`src/rtl/b91_pkg.sv`:
```
// ----------------------------------------------------------------------------
// b91_pkg
// Shared types, constants and the alphabet lookup for the basE91 encoder.
// ----------------------------------------------------------------------------
package b91_pkg;

    localparam int B91_QUEUE_W = 21;
    localparam int B91_COUNT_W = 5;
    localparam int B91_VAL_W   = 14;
    localparam int B91_CHAR_W  = 7;
    localparam int B91_PROD_W  = 28;

    localparam logic ACT_DATA  = 1'b0;
    localparam logic ACT_FLUSH = 1'b1;

    localparam logic [B91_COUNT_W-1:0] B91_TAKE_MAX    = 5'd13;
    localparam logic [B91_COUNT_W-1:0] B91_BYTE_BITS   = 5'd8;
    localparam logic [B91_COUNT_W-1:0] B91_SHORT_TAKE  = 5'd13;
    localparam logic [B91_COUNT_W-1:0] B91_LONG_TAKE   = 5'd14;
    localparam logic [B91_COUNT_W-1:0] B91_ONE_CHAR_BITS = 5'd7;
    localparam logic [12:0]            B91_SMALL_LIMIT = 13'd88;
    localparam logic [B91_VAL_W-1:0]   B91_ONE_CHAR_MAX = 14'd90;

    // floor(v / 91) == (v * RECIP) >> SHIFT for every 14-bit v
    localparam logic [B91_VAL_W-1:0] B91_RECIP       = 14'd11523;
    localparam int                   B91_RECIP_SHIFT = 20;
    localparam logic [7:0]           B91_RADIX       = 8'd91;

    localparam logic [B91_CHAR_W-1:0] B91_UPPER_BASE = 7'd65;
    localparam logic [B91_CHAR_W-1:0] B91_LOWER_BASE = 7'd97;
    localparam logic [B91_CHAR_W-1:0] B91_DIGIT_BASE = 7'd48;

    localparam int B91_SPECIAL_N = 29;
    localparam logic [B91_CHAR_W-1:0] B91_SPECIAL [B91_SPECIAL_N] = '{
        7'd33, 7'd35, 7'd36, 7'd37, 7'd38, 7'd40, 7'd41, 7'd42, 7'd43, 7'd44,
        7'd46, 7'd47, 7'd58, 7'd59, 7'd60, 7'd61, 7'd62, 7'd63, 7'd64, 7'd91,
        7'd93, 7'd94, 7'd95, 7'd96, 7'd123, 7'd124, 7'd125, 7'd126, 7'd34
    };

    typedef struct packed {
        logic       action;
        logic [7:0] data_byte;
    } b91_in_t;

    typedef struct packed {
        logic [B91_CHAR_W-1:0] out_char;
        logic                  last;
    } b91_out_t;

    typedef struct packed {
        logic [B91_VAL_W-1:0] val;
        logic                 two;
    } b91_entry_t;

    function automatic logic [B91_CHAR_W-1:0] b91_glyph(input logic [B91_CHAR_W-1:0] idx);
        logic [B91_CHAR_W-1:0] off;
        logic [4:0]            sidx;
        logic [B91_CHAR_W-1:0] ch;
        off  = idx - 7'd62;
        sidx = off[4:0];
        if (idx < 7'd26) begin
            ch = B91_UPPER_BASE + idx;
        end else if (idx < 7'd52) begin
            ch = B91_LOWER_BASE + (idx - 7'd26);
        end else if (idx < 7'd62) begin
            ch = B91_DIGIT_BASE + (idx - 7'd52);
        end else if (off < 7'(B91_SPECIAL_N)) begin
            ch = B91_SPECIAL[sidx];
        end else begin
            ch = B91_UPPER_BASE;
        end
        return ch;
    endfunction

endpackage

```
`src/rtl/b91_front.sv`:
```
// ----------------------------------------------------------------------------
// b91_front
// Bit queue: accepts bytes and flushes, cuts 13/14-bit values, queues them.
// ----------------------------------------------------------------------------
module b91_front
    import b91_pkg::*;
(
    input  logic                   aclk,
    input  logic                   aresetn,
    input  logic                   s_valid,
    output logic                   s_ready,
    input  b91_in_t                s_data,
    input  logic                   fifo_full,
    output logic                   push,
    output b91_entry_t             push_entry,
    output logic [B91_COUNT_W-1:0] bit_count
);

    logic [B91_QUEUE_W-1:0] queue_reg, queue_next;
    logic [B91_COUNT_W-1:0] count_reg, count_next;
    logic [B91_QUEUE_W-1:0] merged;
    logic [B91_COUNT_W-1:0] sum;
    logic                   take_long;
    logic                   accept;

    assign s_ready   = !fifo_full;
    assign accept    = s_valid && s_ready;
    assign bit_count = count_reg;

    always_comb begin
        merged    = queue_reg | (B91_QUEUE_W'(s_data.data_byte) << count_reg);
        sum       = count_reg + B91_BYTE_BITS;
        take_long = merged[12:0] <= B91_SMALL_LIMIT;

        queue_next = queue_reg;
        count_next = count_reg;
        push       = 1'b0;
        push_entry = '0;

        if (accept) begin
            if (s_data.action == ACT_DATA) begin
                if (sum > B91_TAKE_MAX) begin
                    push           = 1'b1;
                    push_entry.two = 1'b1;
                    if (take_long) begin
                        push_entry.val = merged[B91_VAL_W-1:0];
                        queue_next     = merged >> 14;
                        count_next     = sum - B91_LONG_TAKE;
                    end else begin
                        push_entry.val = {1'b0, merged[12:0]};
                        queue_next     = merged >> 13;
                        count_next     = sum - B91_SHORT_TAKE;
                    end
                end else begin
                    queue_next = merged;
                    count_next = sum;
                end
            end else begin
                push_entry.val = queue_reg[B91_VAL_W-1:0];
                push_entry.two = (count_reg > B91_ONE_CHAR_BITS) ||
                                 (queue_reg[B91_VAL_W-1:0] > B91_ONE_CHAR_MAX);
                push           = count_reg != '0;
                queue_next     = '0;
                count_next     = '0;
            end
        end
    end

    always_ff @(posedge aclk) begin
        if (!aresetn) begin
            queue_reg <= '0;
            count_reg <= '0;
        end else begin
            queue_reg <= queue_next;
            count_reg <= count_next;
        end
    end

endmodule

```
`src/rtl/b91_fifo.sv`:
```
// ----------------------------------------------------------------------------
// b91_fifo
// Short show-ahead queue of cut values between front and back.
// ----------------------------------------------------------------------------
module b91_fifo
    import b91_pkg::*;
#(
    parameter int DEPTH = 2
) (
    input  logic                         aclk,
    input  logic                         aresetn,
    input  logic                         push,
    input  b91_entry_t                   push_entry,
    output logic                         full,
    output logic                         pop_valid,
    input  logic                         pop,
    output b91_entry_t                   pop_entry,
    output logic [$clog2(DEPTH+1)-1:0]   level
);

    localparam int AW = $clog2(DEPTH);
    localparam int CW = $clog2(DEPTH + 1);

    b91_entry_t      mem [DEPTH];
    logic [AW-1:0]   wr_ptr_reg, wr_ptr_next;
    logic [AW-1:0]   rd_ptr_reg, rd_ptr_next;
    logic [CW-1:0]   count_reg, count_next;
    logic            do_push, do_pop;

    assign full      = count_reg == CW'(DEPTH);
    assign pop_valid = count_reg != '0;
    assign pop_entry = mem[rd_ptr_reg];
    assign level     = count_reg;
    assign do_push   = push && !full;
    assign do_pop    = pop && pop_valid;

    always_comb begin
        wr_ptr_next = wr_ptr_reg;
        rd_ptr_next = rd_ptr_reg;
        if (do_push) begin
            wr_ptr_next = (wr_ptr_reg == AW'(DEPTH - 1)) ? '0 : wr_ptr_reg + 1'b1;
        end
        if (do_pop) begin
            rd_ptr_next = (rd_ptr_reg == AW'(DEPTH - 1)) ? '0 : rd_ptr_reg + 1'b1;
        end
        count_next = count_reg + CW'(do_push) - CW'(do_pop);
    end

    always_ff @(posedge aclk) begin
        if (do_push) begin
            mem[wr_ptr_reg] <= push_entry;
        end
    end

    always_ff @(posedge aclk) begin
        if (!aresetn) begin
            wr_ptr_reg <= '0;
            rd_ptr_reg <= '0;
            count_reg  <= '0;
        end else begin
            wr_ptr_reg <= wr_ptr_next;
            rd_ptr_reg <= rd_ptr_next;
            count_reg  <= count_next;
        end
    end

endmodule

```
`src/rtl/b91_back.sv`:
```
// ----------------------------------------------------------------------------
// b91_back
// Splits each value into two base-91 digits and sends one or both characters.
// ----------------------------------------------------------------------------
module b91_back
    import b91_pkg::*;
(
    input  logic       aclk,
    input  logic       aresetn,
    input  logic       pop_valid,
    output logic       pop,
    input  b91_entry_t pop_entry,
    output logic       m_valid,
    input  logic       m_ready,
    output b91_out_t   m_data
);

    logic                  a_valid_reg, a_valid_next;
    logic [B91_VAL_W-1:0]  a_val_reg, a_val_next;
    logic [B91_PROD_W-1:0] a_prod_reg, a_prod_next;
    logic                  a_two_reg, a_two_next;

    logic                  b_valid_reg, b_valid_next;
    logic                  b_phase_reg, b_phase_next;
    logic                  b_two_reg, b_two_next;
    logic [B91_CHAR_W-1:0] b_char0_reg, b_char0_next;
    logic [B91_CHAR_W-1:0] b_char1_reg, b_char1_next;

    logic                  b_last;
    logic                  b_done;
    logic                  b_load;
    logic                  a_load;
    logic [7:0]            quo;
    logic [7:0]            quo_wrap;
    logic [B91_VAL_W-1:0]  rem;

    assign b_last  = b_phase_reg || !b_two_reg;
    assign b_done  = b_valid_reg && m_ready && b_last;
    assign b_load  = a_valid_reg && (!b_valid_reg || b_done);
    assign a_load  = !a_valid_reg || b_load;
    assign pop     = pop_valid && a_load;

    assign m_valid         = b_valid_reg;
    assign m_data.out_char = b_phase_reg ? b_char1_reg : b_char0_reg;
    assign m_data.last     = b_last;

    always_comb begin
        quo      = a_prod_reg[B91_RECIP_SHIFT +: 8];
        rem      = a_val_reg - B91_VAL_W'(16'(quo) * 16'(B91_RADIX));
        quo_wrap = (quo >= B91_RADIX) ? quo - B91_RADIX : quo;

        a_valid_next = a_valid_reg;
        a_val_next   = a_val_reg;
        a_prod_next  = a_prod_reg;
        a_two_next   = a_two_reg;
        if (a_load) begin
            a_valid_next = pop_valid;
            a_val_next   = pop_entry.val;
            a_prod_next  = B91_PROD_W'(pop_entry.val) * B91_PROD_W'(B91_RECIP);
            a_two_next   = pop_entry.two;
        end

        b_valid_next = b_valid_reg;
        b_phase_next = b_phase_reg;
        b_two_next   = b_two_reg;
        b_char0_next = b_char0_reg;
        b_char1_next = b_char1_reg;
        if (b_valid_reg && m_ready) begin
            b_phase_next = 1'b1;
            if (b_last) begin
                b_valid_next = 1'b0;
            end
        end
        if (b_load) begin
            b_valid_next = 1'b1;
            b_phase_next = 1'b0;
            b_two_next   = a_two_reg;
            b_char0_next = b91_glyph(rem[B91_CHAR_W-1:0]);
            b_char1_next = b91_glyph(quo_wrap[B91_CHAR_W-1:0]);
        end
    end

    always_ff @(posedge aclk) begin
        a_val_reg   <= a_val_next;
        a_prod_reg  <= a_prod_next;
        a_two_reg   <= a_two_next;
        b_two_reg   <= b_two_next;
        b_char0_reg <= b_char0_next;
        b_char1_reg <= b_char1_next;
    end

    always_ff @(posedge aclk) begin
        if (!aresetn) begin
            a_valid_reg <= 1'b0;
            b_valid_reg <= 1'b0;
            b_phase_reg <= 1'b0;
        end else begin
            a_valid_reg <= a_valid_next;
            b_valid_reg <= b_valid_next;
            b_phase_reg <= b_phase_next;
        end
    end

endmodule

```
`src/rtl/base91_stream_encoder_unit.sv`:
```
// ----------------------------------------------------------------------------
// base91_stream_encoder_unit
// basE91 encoder: bytes in, alphabet characters out, flush ends a stream.
// ----------------------------------------------------------------------------
// Each input beat carries either a data byte or a flush. A byte that fills the
// bit queue past 13 bits yields two characters; a flush yields zero, one or
// two characters and clears the queue. The last flag marks the final character
// of the beat that caused it. One character leaves per cycle on the result
// port while m_ready is high; the front end takes new bytes while earlier
// characters are still leaving, until the queue is full. The first character
// of a value passes the queue write, then the digit multiply register, then
// the output register before it is presented. FIFO_DEPTH (at least 2) sets how
// many cut values the queue between the bit-queue front end and the character
// back end can hold.
// ----------------------------------------------------------------------------
module base91_stream_encoder_unit
    import b91_pkg::*;
#(
    parameter int FIFO_DEPTH = 2
) (
    input  logic     aclk,
    input  logic     aresetn,
    input  logic     s_valid,
    output logic     s_ready,
    input  b91_in_t  s_data,
    output logic     m_valid,
    input  logic     m_ready,
    output b91_out_t m_data
);

    logic                             fifo_full;
    logic                             push;
    b91_entry_t                       push_entry;
    logic                             pop_valid;
    logic                             pop;
    b91_entry_t                       pop_entry;
    logic [$clog2(FIFO_DEPTH+1)-1:0]  fifo_level;
    logic [B91_COUNT_W-1:0]           bit_count;

    b91_front u_front (
        .aclk       (aclk),
        .aresetn    (aresetn),
        .s_valid    (s_valid),
        .s_ready    (s_ready),
        .s_data     (s_data),
        .fifo_full  (fifo_full),
        .push       (push),
        .push_entry (push_entry),
        .bit_count  (bit_count)
    );

    b91_fifo #(
        .DEPTH (FIFO_DEPTH)
    ) u_fifo (
        .aclk       (aclk),
        .aresetn    (aresetn),
        .push       (push),
        .push_entry (push_entry),
        .full       (fifo_full),
        .pop_valid  (pop_valid),
        .pop        (pop),
        .pop_entry  (pop_entry),
        .level      (fifo_level)
    );

    b91_back u_back (
        .aclk      (aclk),
        .aresetn   (aresetn),
        .pop_valid (pop_valid),
        .pop       (pop),
        .pop_entry (pop_entry),
        .m_valid   (m_valid),
        .m_ready   (m_ready),
        .m_data    (m_data)
    );

    a_count_bound: assert property (@(posedge aclk) disable iff (!aresetn)
        bit_count <= B91_TAKE_MAX)
        else $error("bit queue count above 13");

    a_flush_clears: assert property (@(posedge aclk) disable iff (!aresetn)
        (s_valid && s_ready && s_data.action == ACT_FLUSH) |=> bit_count == '0)
        else $error("flush left bits queued");

    a_cut_queued: assert property (@(posedge aclk) disable iff (!aresetn)
        (s_valid && s_ready && s_data.action == ACT_DATA && bit_count >= 5'd6)
        |=> fifo_level != '0)
        else $error("cut value not queued");

endmodule
```
`config.mk`:
```
export PLATFORM = sky130hd
export DESIGN_NAME = base91_stream_encoder_unit
export DESIGN_NICKNAME = d
export VERILOG_FILES = /design/src/rtl/b91_pkg.sv /design/src/rtl/b91_front.sv /design/src/rtl/b91_fifo.sv /design/src/rtl/b91_back.sv /design/src/rtl/base91_stream_encoder_unit.sv
export SDC_FILE = /design/constraint.sdc
export NUM_CORES = 1
export LEC_CHECK = 0
export BUFFER_PORTS_ARGS = -buffer_cell sky130_fd_sc_hd__clkbuf_2
export CAP_MARGIN = 10
export CORE_MARGIN = 3
export CORE_UTILIZATION = 25
export CTS_CLUSTER_DIAMETER = 40
export DETAILED_ROUTE_END_ITERATION = 12
export GPL_TIMING_DRIVEN = 0
export PLACE_DENSITY_LB_ADDON = 0.15
export SYNTH_ARGS = -nofsm -noshare
export SYNTH_HDL_FRONTEND = slang
export SYNTH_SLANG_ARGS = --single-unit
```
`constraint.sdc`:
```
create_clock -name aclk -period 5.95 [get_ports aclk]
set_input_delay 0 -clock aclk [delete_from_list [all_inputs] [get_ports aclk]]
set_output_delay 0 -clock aclk [all_outputs]
set_load 0.05 [all_outputs]
```
==> metrics, run 1 <==
Initial Util 25.7%; period utilisation layout 96.4%; Worst Tran Pin Value 1.16 ns; most common cell in the netlist ha_1; Hold Crit Depth 4; Hold WS 0.141 ns; Worst Hold Class input port to flip-flop; die area 41700 um2; Max stage delay on crit path 0.53 ns; std cell rows 71; Clk pin slew, worst setup/hold paths 0.08 ns; TritonCTS clock tree built; clk_lat worst skew 0.36 ns; GR Overflow Total 0; Syn Inst Count 1071; Largest register FFs 30; fraction of layout cells with a size suffix above 1 13.8%; Rel. slew slack 22.4%; clock root cell clkbuf_16; DIE WIDTH 204 um; area fraction of the dominant cell type after synthesis 20.0%; worst-case clock skew 0.0122 ns; Max-Cap Viols 0; WL final 25600 um; DP Cell Count 1603; clock sinks 95; most used cell along the critical path ha_4; Critical-path top delay cell fa_1; Pins Over Slew Limit 0; Vias 7865; post-synthesis net count 1277; gr usage total 12.7%; Avg Inst Size Synth 9.16 um2; first-pass GRT wire length 42800 um; Final Non-Filler Cells 1636; CTS Buf Count 9; Final HPWL DP 20000 um; Post-synth EDFFs 61; pin count of the biggest net entering global routing 18; # DRC 0; status finished clean; most area-consuming cells after synthesis ha_1 20%, edfxtp_1 19%, fa_1 7.3%; vias in the first global route 7892; initial antenna violation count 0; Final nets 1326; DRT iter0 DRCs 350; wire per inst 15.7 um; type of origin of the critical path flip-flop; layout overhead on the synthesized area 16.1%; Port Buf Inserts 21; Yosys top cell by area ha_1; vias per cell 4.81; R2R depth 24; CTS H-tree depth 3; Post-synth top cells 157 x ha_1, 118 x inv_1, 92 x nor2_1; Syn Std Cell Area 9810 um2; Post-DRT Antenna Nets 0; worst path cell trace buf_8, clkbuf_16, mux2_4, ha_4, inv_1, fa_1, inv_1, fa_1, inv_2, fa_1, inv_2, ha_4, ha_4, ha_4, a21oi_4, o221ai_2, a211oi_2, buf_4, o21a_1, o21ai_2, or2_1, or3_4, a221o_1, xnor2_1; minimum clock period 5.74 ns; Crit. End Element flip-flop; fmax 174 MHz; Synth Flop Type edfxtp_1; number of hold violations in the final report 0; chip height 204 um; CP Max Fanout 5; CP required 6.05 ns; worst reg2reg setup slack 0.21 ns; FILL cells 4077; final setup fails 0; WS Path Type flip-flop to flip-flop; Max clock buf depth 2; 1st-pass router iterations 5; flops & latches, synth 95; Core Area 38200 um2; library cells used by synthesis 92; n_diodes 0; Synth Warn # 0; RD Place Congestion 0.865; Ports 23; post-synthesis sequential area ratio 25.6%; data arrival time of the worst path 5.84 ns; asr flop ratio synth 0%
[critical path: cells and delay by family, from the launching register on]
| kind | cells | cell delay, ns |
|---|---|---|
| fa+ha+maj | 7 | 2.46 |
| compound gates | 6 | 1.01 |
| buf+inv | 7 | 0.63 |
| simple gates | 2 | 0.60 |
| mux | 1 | 0.33 |
| flops | 1 | 0.32 |
| xor+xnor | 1 | 0.13 |
[metal layers]
layer | up-vias | part of all wire, % | global-route usage, %
li1 | 3932 | - | -
met1 | 3761 | 48 | 17.2
met2 | 147 | 48 | 21.4
met3 | 25 | 3.3 | 1.93
met4 | 0 | 1.4 | 2.70
met5 | - | 0 | 0
[timing repair]
action                                 in CTS  in global routing
setup endpoints to repair                   6                  3
pin swaps                                   4                 16
gates resized for setup                    24                 33
hold buffers                                2                  0
buffers inserted                            5                  9
endpoints found under the hold margin       5                  0
gates cloned                                1                  0
[cells by family after synthesis]
family	after synthesis	synth area share, %
fa+ha+maj	193	27.4
xor+xnor	38	3.81
mux	50	5.76
compound gates	246	16.9
buf+inv	159	6.48
flops	95	25.6
simple gates	290	14.1
[final timing paths]
path | start | end
setup / recovery | flip-flop | u_back.a_prod_reg[27]$_DFFE_PN_
setup reg to reg | flip-flop | u_back.a_prod_reg[27]$_DFFE_PN_
hold / removal | s_valid | u_front.queue_reg[7]$_SDFFE_PN0P_
hold reg to reg | u_back.a_two_reg$_DFFE_PN_ | u_back.b_two_reg$_DFFE_PP_
[layout make-up]
type	instances	area, um2	share of cell area (%)
plain buffers	35	200	1.76
clock buffers	12	268	2.35
clock inverters	4	56.3	0.494
inverters	124	468	4.11
multi-input cells	817	6990	61.4
flip-flops and latches	95	2510	22.1
well taps	511	639	5.61
repair buffers	38	258	2.26
[per-stage QoR]
stage | setup WS [ns] | area, um2 | setup TNS [ns] | utilization [%]
4_1_cts | 0.00205 | 11100 | 0 | 29.1
3_3_place_gp | -0.786 | 10600 | -2.26 | 27.6
5_1_grt | -0.0315 | 11400 | -0.0315 | 29.8
6_report | 0.211 | 11400 | 0 | 29.8
2_1_floorplan | 0.105 | 9820 | 0 | -
3_5_place_dp | -0.770 | 10600 | -2.31 | 27.7
[cell usage in the layout, fill, tap and decap left out, types with 11 or more instances in the layout]
cell	count
ha_4	16
edfxtp_1	61
mux2i_1	15
a21oi_1	73
clkbuf_2	21
mux2_2	16
a31oi_1	13
o21ai_0	38
nand3_1	15
fa_1	36
clkbuf_1	20
ha_1	141
nor2_1	92
xnor2_1	30
clkbuf_16	11
nand2_1	76
buf_4	14
inv_1	111
dfxtp_1	33
o22ai_1	17
nor3_1	39
Power of run 1 is left out: the tool's default activity adds up to more than one toggle a clock period on the data nets, which glitch-free logic cannot reach.
==> run 2: changes to the inputs <==
--- a/config.mk
+++ b/config.mk
@@ -13,6 +13,7 @@
 export DETAILED_ROUTE_END_ITERATION = 12
 export GPL_TIMING_DRIVEN = 0
 export PLACE_DENSITY_LB_ADDON = 0.15
+export REMOVE_ABC_BUFFERS = 1
 export SYNTH_ARGS = -nofsm -noshare
 export SYNTH_HDL_FRONTEND = slang
 export SYNTH_SLANG_ARGS = --single-unit
==> metrics, run 2 (synthesis gave the netlist of run 1 again) <==
status finished clean; Ports 23; data arrival time of the worst path 5.93 ns; initial antenna violation count 0; Rel. slew slack 21.5%; Vias 7662; register area 2520 um2; minimum clock period 5.82 ns; Final nets 1291; Max-Cap Viols 0; DIE WIDTH 204 um; CP Max Fanout 8; std cell rows 71; gr usage total 12.2%; Max clock buf depth 2; fraction of layout cells with a size suffix above 1 11.8%; RD Place Congestion 0.847; DRT iter0 DRCs 356; wire per inst 15.6 um; first-pass GRT wire length 41300 um; Crit. End Element flip-flop; WS Path Type flip-flop to flip-flop; fmax 172 MHz; worst path cell trace buf_6, mux2_4, ha_4, inv_1, fa_1, inv_1, fa_1, inv_1, fa_1, inv_1, ha_1, ha_1, ha_4, a21oi_2, o221ai_2, a211oi_2, buf_4, o21a_1, o21ai_1, or2_1, or3_4, a221o_1, xnor2_1; most used cell along the critical path inv_1; vias in the first global route 7516; clk_lat worst skew 0.36 ns; worst-case clock skew 0.00883 ns; Post-DRT Antenna Nets 0; clock root cell clkbuf_16; Port Buf Inserts 22; Multi-input gate area 6870 um2; Final HPWL DP 19100 um; Worst Hold Class input port to flip-flop; most frequent cells in the layout 150 x ha_1, 116 x inv_1, 92 x nor2_1; Clk pin slew, worst setup/hold paths 0.07 ns; leading cell type in the layout, fill and taps excluded ha_1; CTS Buf Count 9; Critical-path top delay cell fa_1; setup TNS 0 ns; CP delay by family, top adder cells; Worst Tran Pin Value 1.17 ns; # DRC 0; Pins Over Slew Limit 0; CP Buf/Inv Count 6; Core Area 38200 um2; Largest register FFs 30; CTS H-tree depth 3; clock sinks 95; chip height 204 um; number of hold violations in the final report 0; TritonCTS clock tree built; Max stage delay on crit path 0.52 ns; vias per cell 4.79; unrepaired setup endpoints after global routing yes; FILL cells 4035; WL final 25000 um; 1st-pass router iterations 5; CP required 6.05 ns; Initial Util 25.7%; type of origin of the critical path flip-flop; die area 41700 um2; n_diodes 0; GR Overflow Total 0; period utilisation layout 97.9%; final setup fails 0; pin count of the biggest net entering global routing 25; layout overhead on the synthesized area 13.1%
-- run 2: cell count changes in the layout (fill, tap and decap cells not counted), sizes merged --
| cell | delta |
|---|---|
| clkinv | +1 |
| buf | -16 |
| bufinv | +1 |
| clkbuf | -22 |
-- run 2: cell type report --
class	count	share of cell area (%)
multi-input combinational	817	61.9
sequential	95	22.7
tap	511	5.76
inverter	124	4.22
timing repair buffer	38	2.52
clock buffer	9	2.03
clock inverter	6	0.902
-- run 2: path summary, 6_finish.rpt --
| kind | slack, ns | end | start | depth (start not counted) |
|---|---|---|---|---|
| hold reg to reg | 0.42 | u_back.b_two_reg$_DFFE_PP_ | u_back.a_two_reg$_DFFE_PN_ | 0 |
| setup / recovery | 0.13 | u_back.a_prod_reg[27]$_DFFE_PN_ | flip-flop | 23 |
| setup reg to reg | 0.13 | u_back.a_prod_reg[27]$_DFFE_PN_ | flip-flop | 23 |
| hold / removal | 0.24 | u_front.queue_reg[7]$_SDFFE_PN0P_ | s_data[8] | 3 |
-- run 2: stage by stage --
step           hold slack, ns  instance area, um2  std cells  utilization [%]  setup slack (ns)
2_1_floorplan           0.122                9640       1036                -            0.0716
3_3_place_gp            0.313               10400       1569             27.2            -0.874
3_5_place_dp            0.309               10400       1570             27.3            -0.865
4_1_cts                 0.216               10900       1592             28.6           0.00748
5_1_grt                 0.249               11100       1600             29.0            -0.125
6_report                0.242               11100       1600             29.0             0.125
-- run 2: tightest hold or removal path, cell delays in order --
cell and delay [ns]:
clkbuf_2 0.35, a2111o_1 0.15, a21oi_1 0.05
-- run 2: timing repair --
action	CTS	global route
pin swaps	2	7
hold endpoints to repair	4	0
hold buffers	2	0
gates resized for setup	22	19
buffers inserted	5	8
setup endpoints to repair	7	6
-- run 2: metal layers --
metal  vias up  track usage, %  share of wire [%]
li1       3869               -                  -
met1      3638            16.9                 48
met2       136            20.2                 47
met3        19            1.90                3.3
met4         0            2.46                1.2
met5         -               0                  0
Power of run 2 is left out for the same reason.
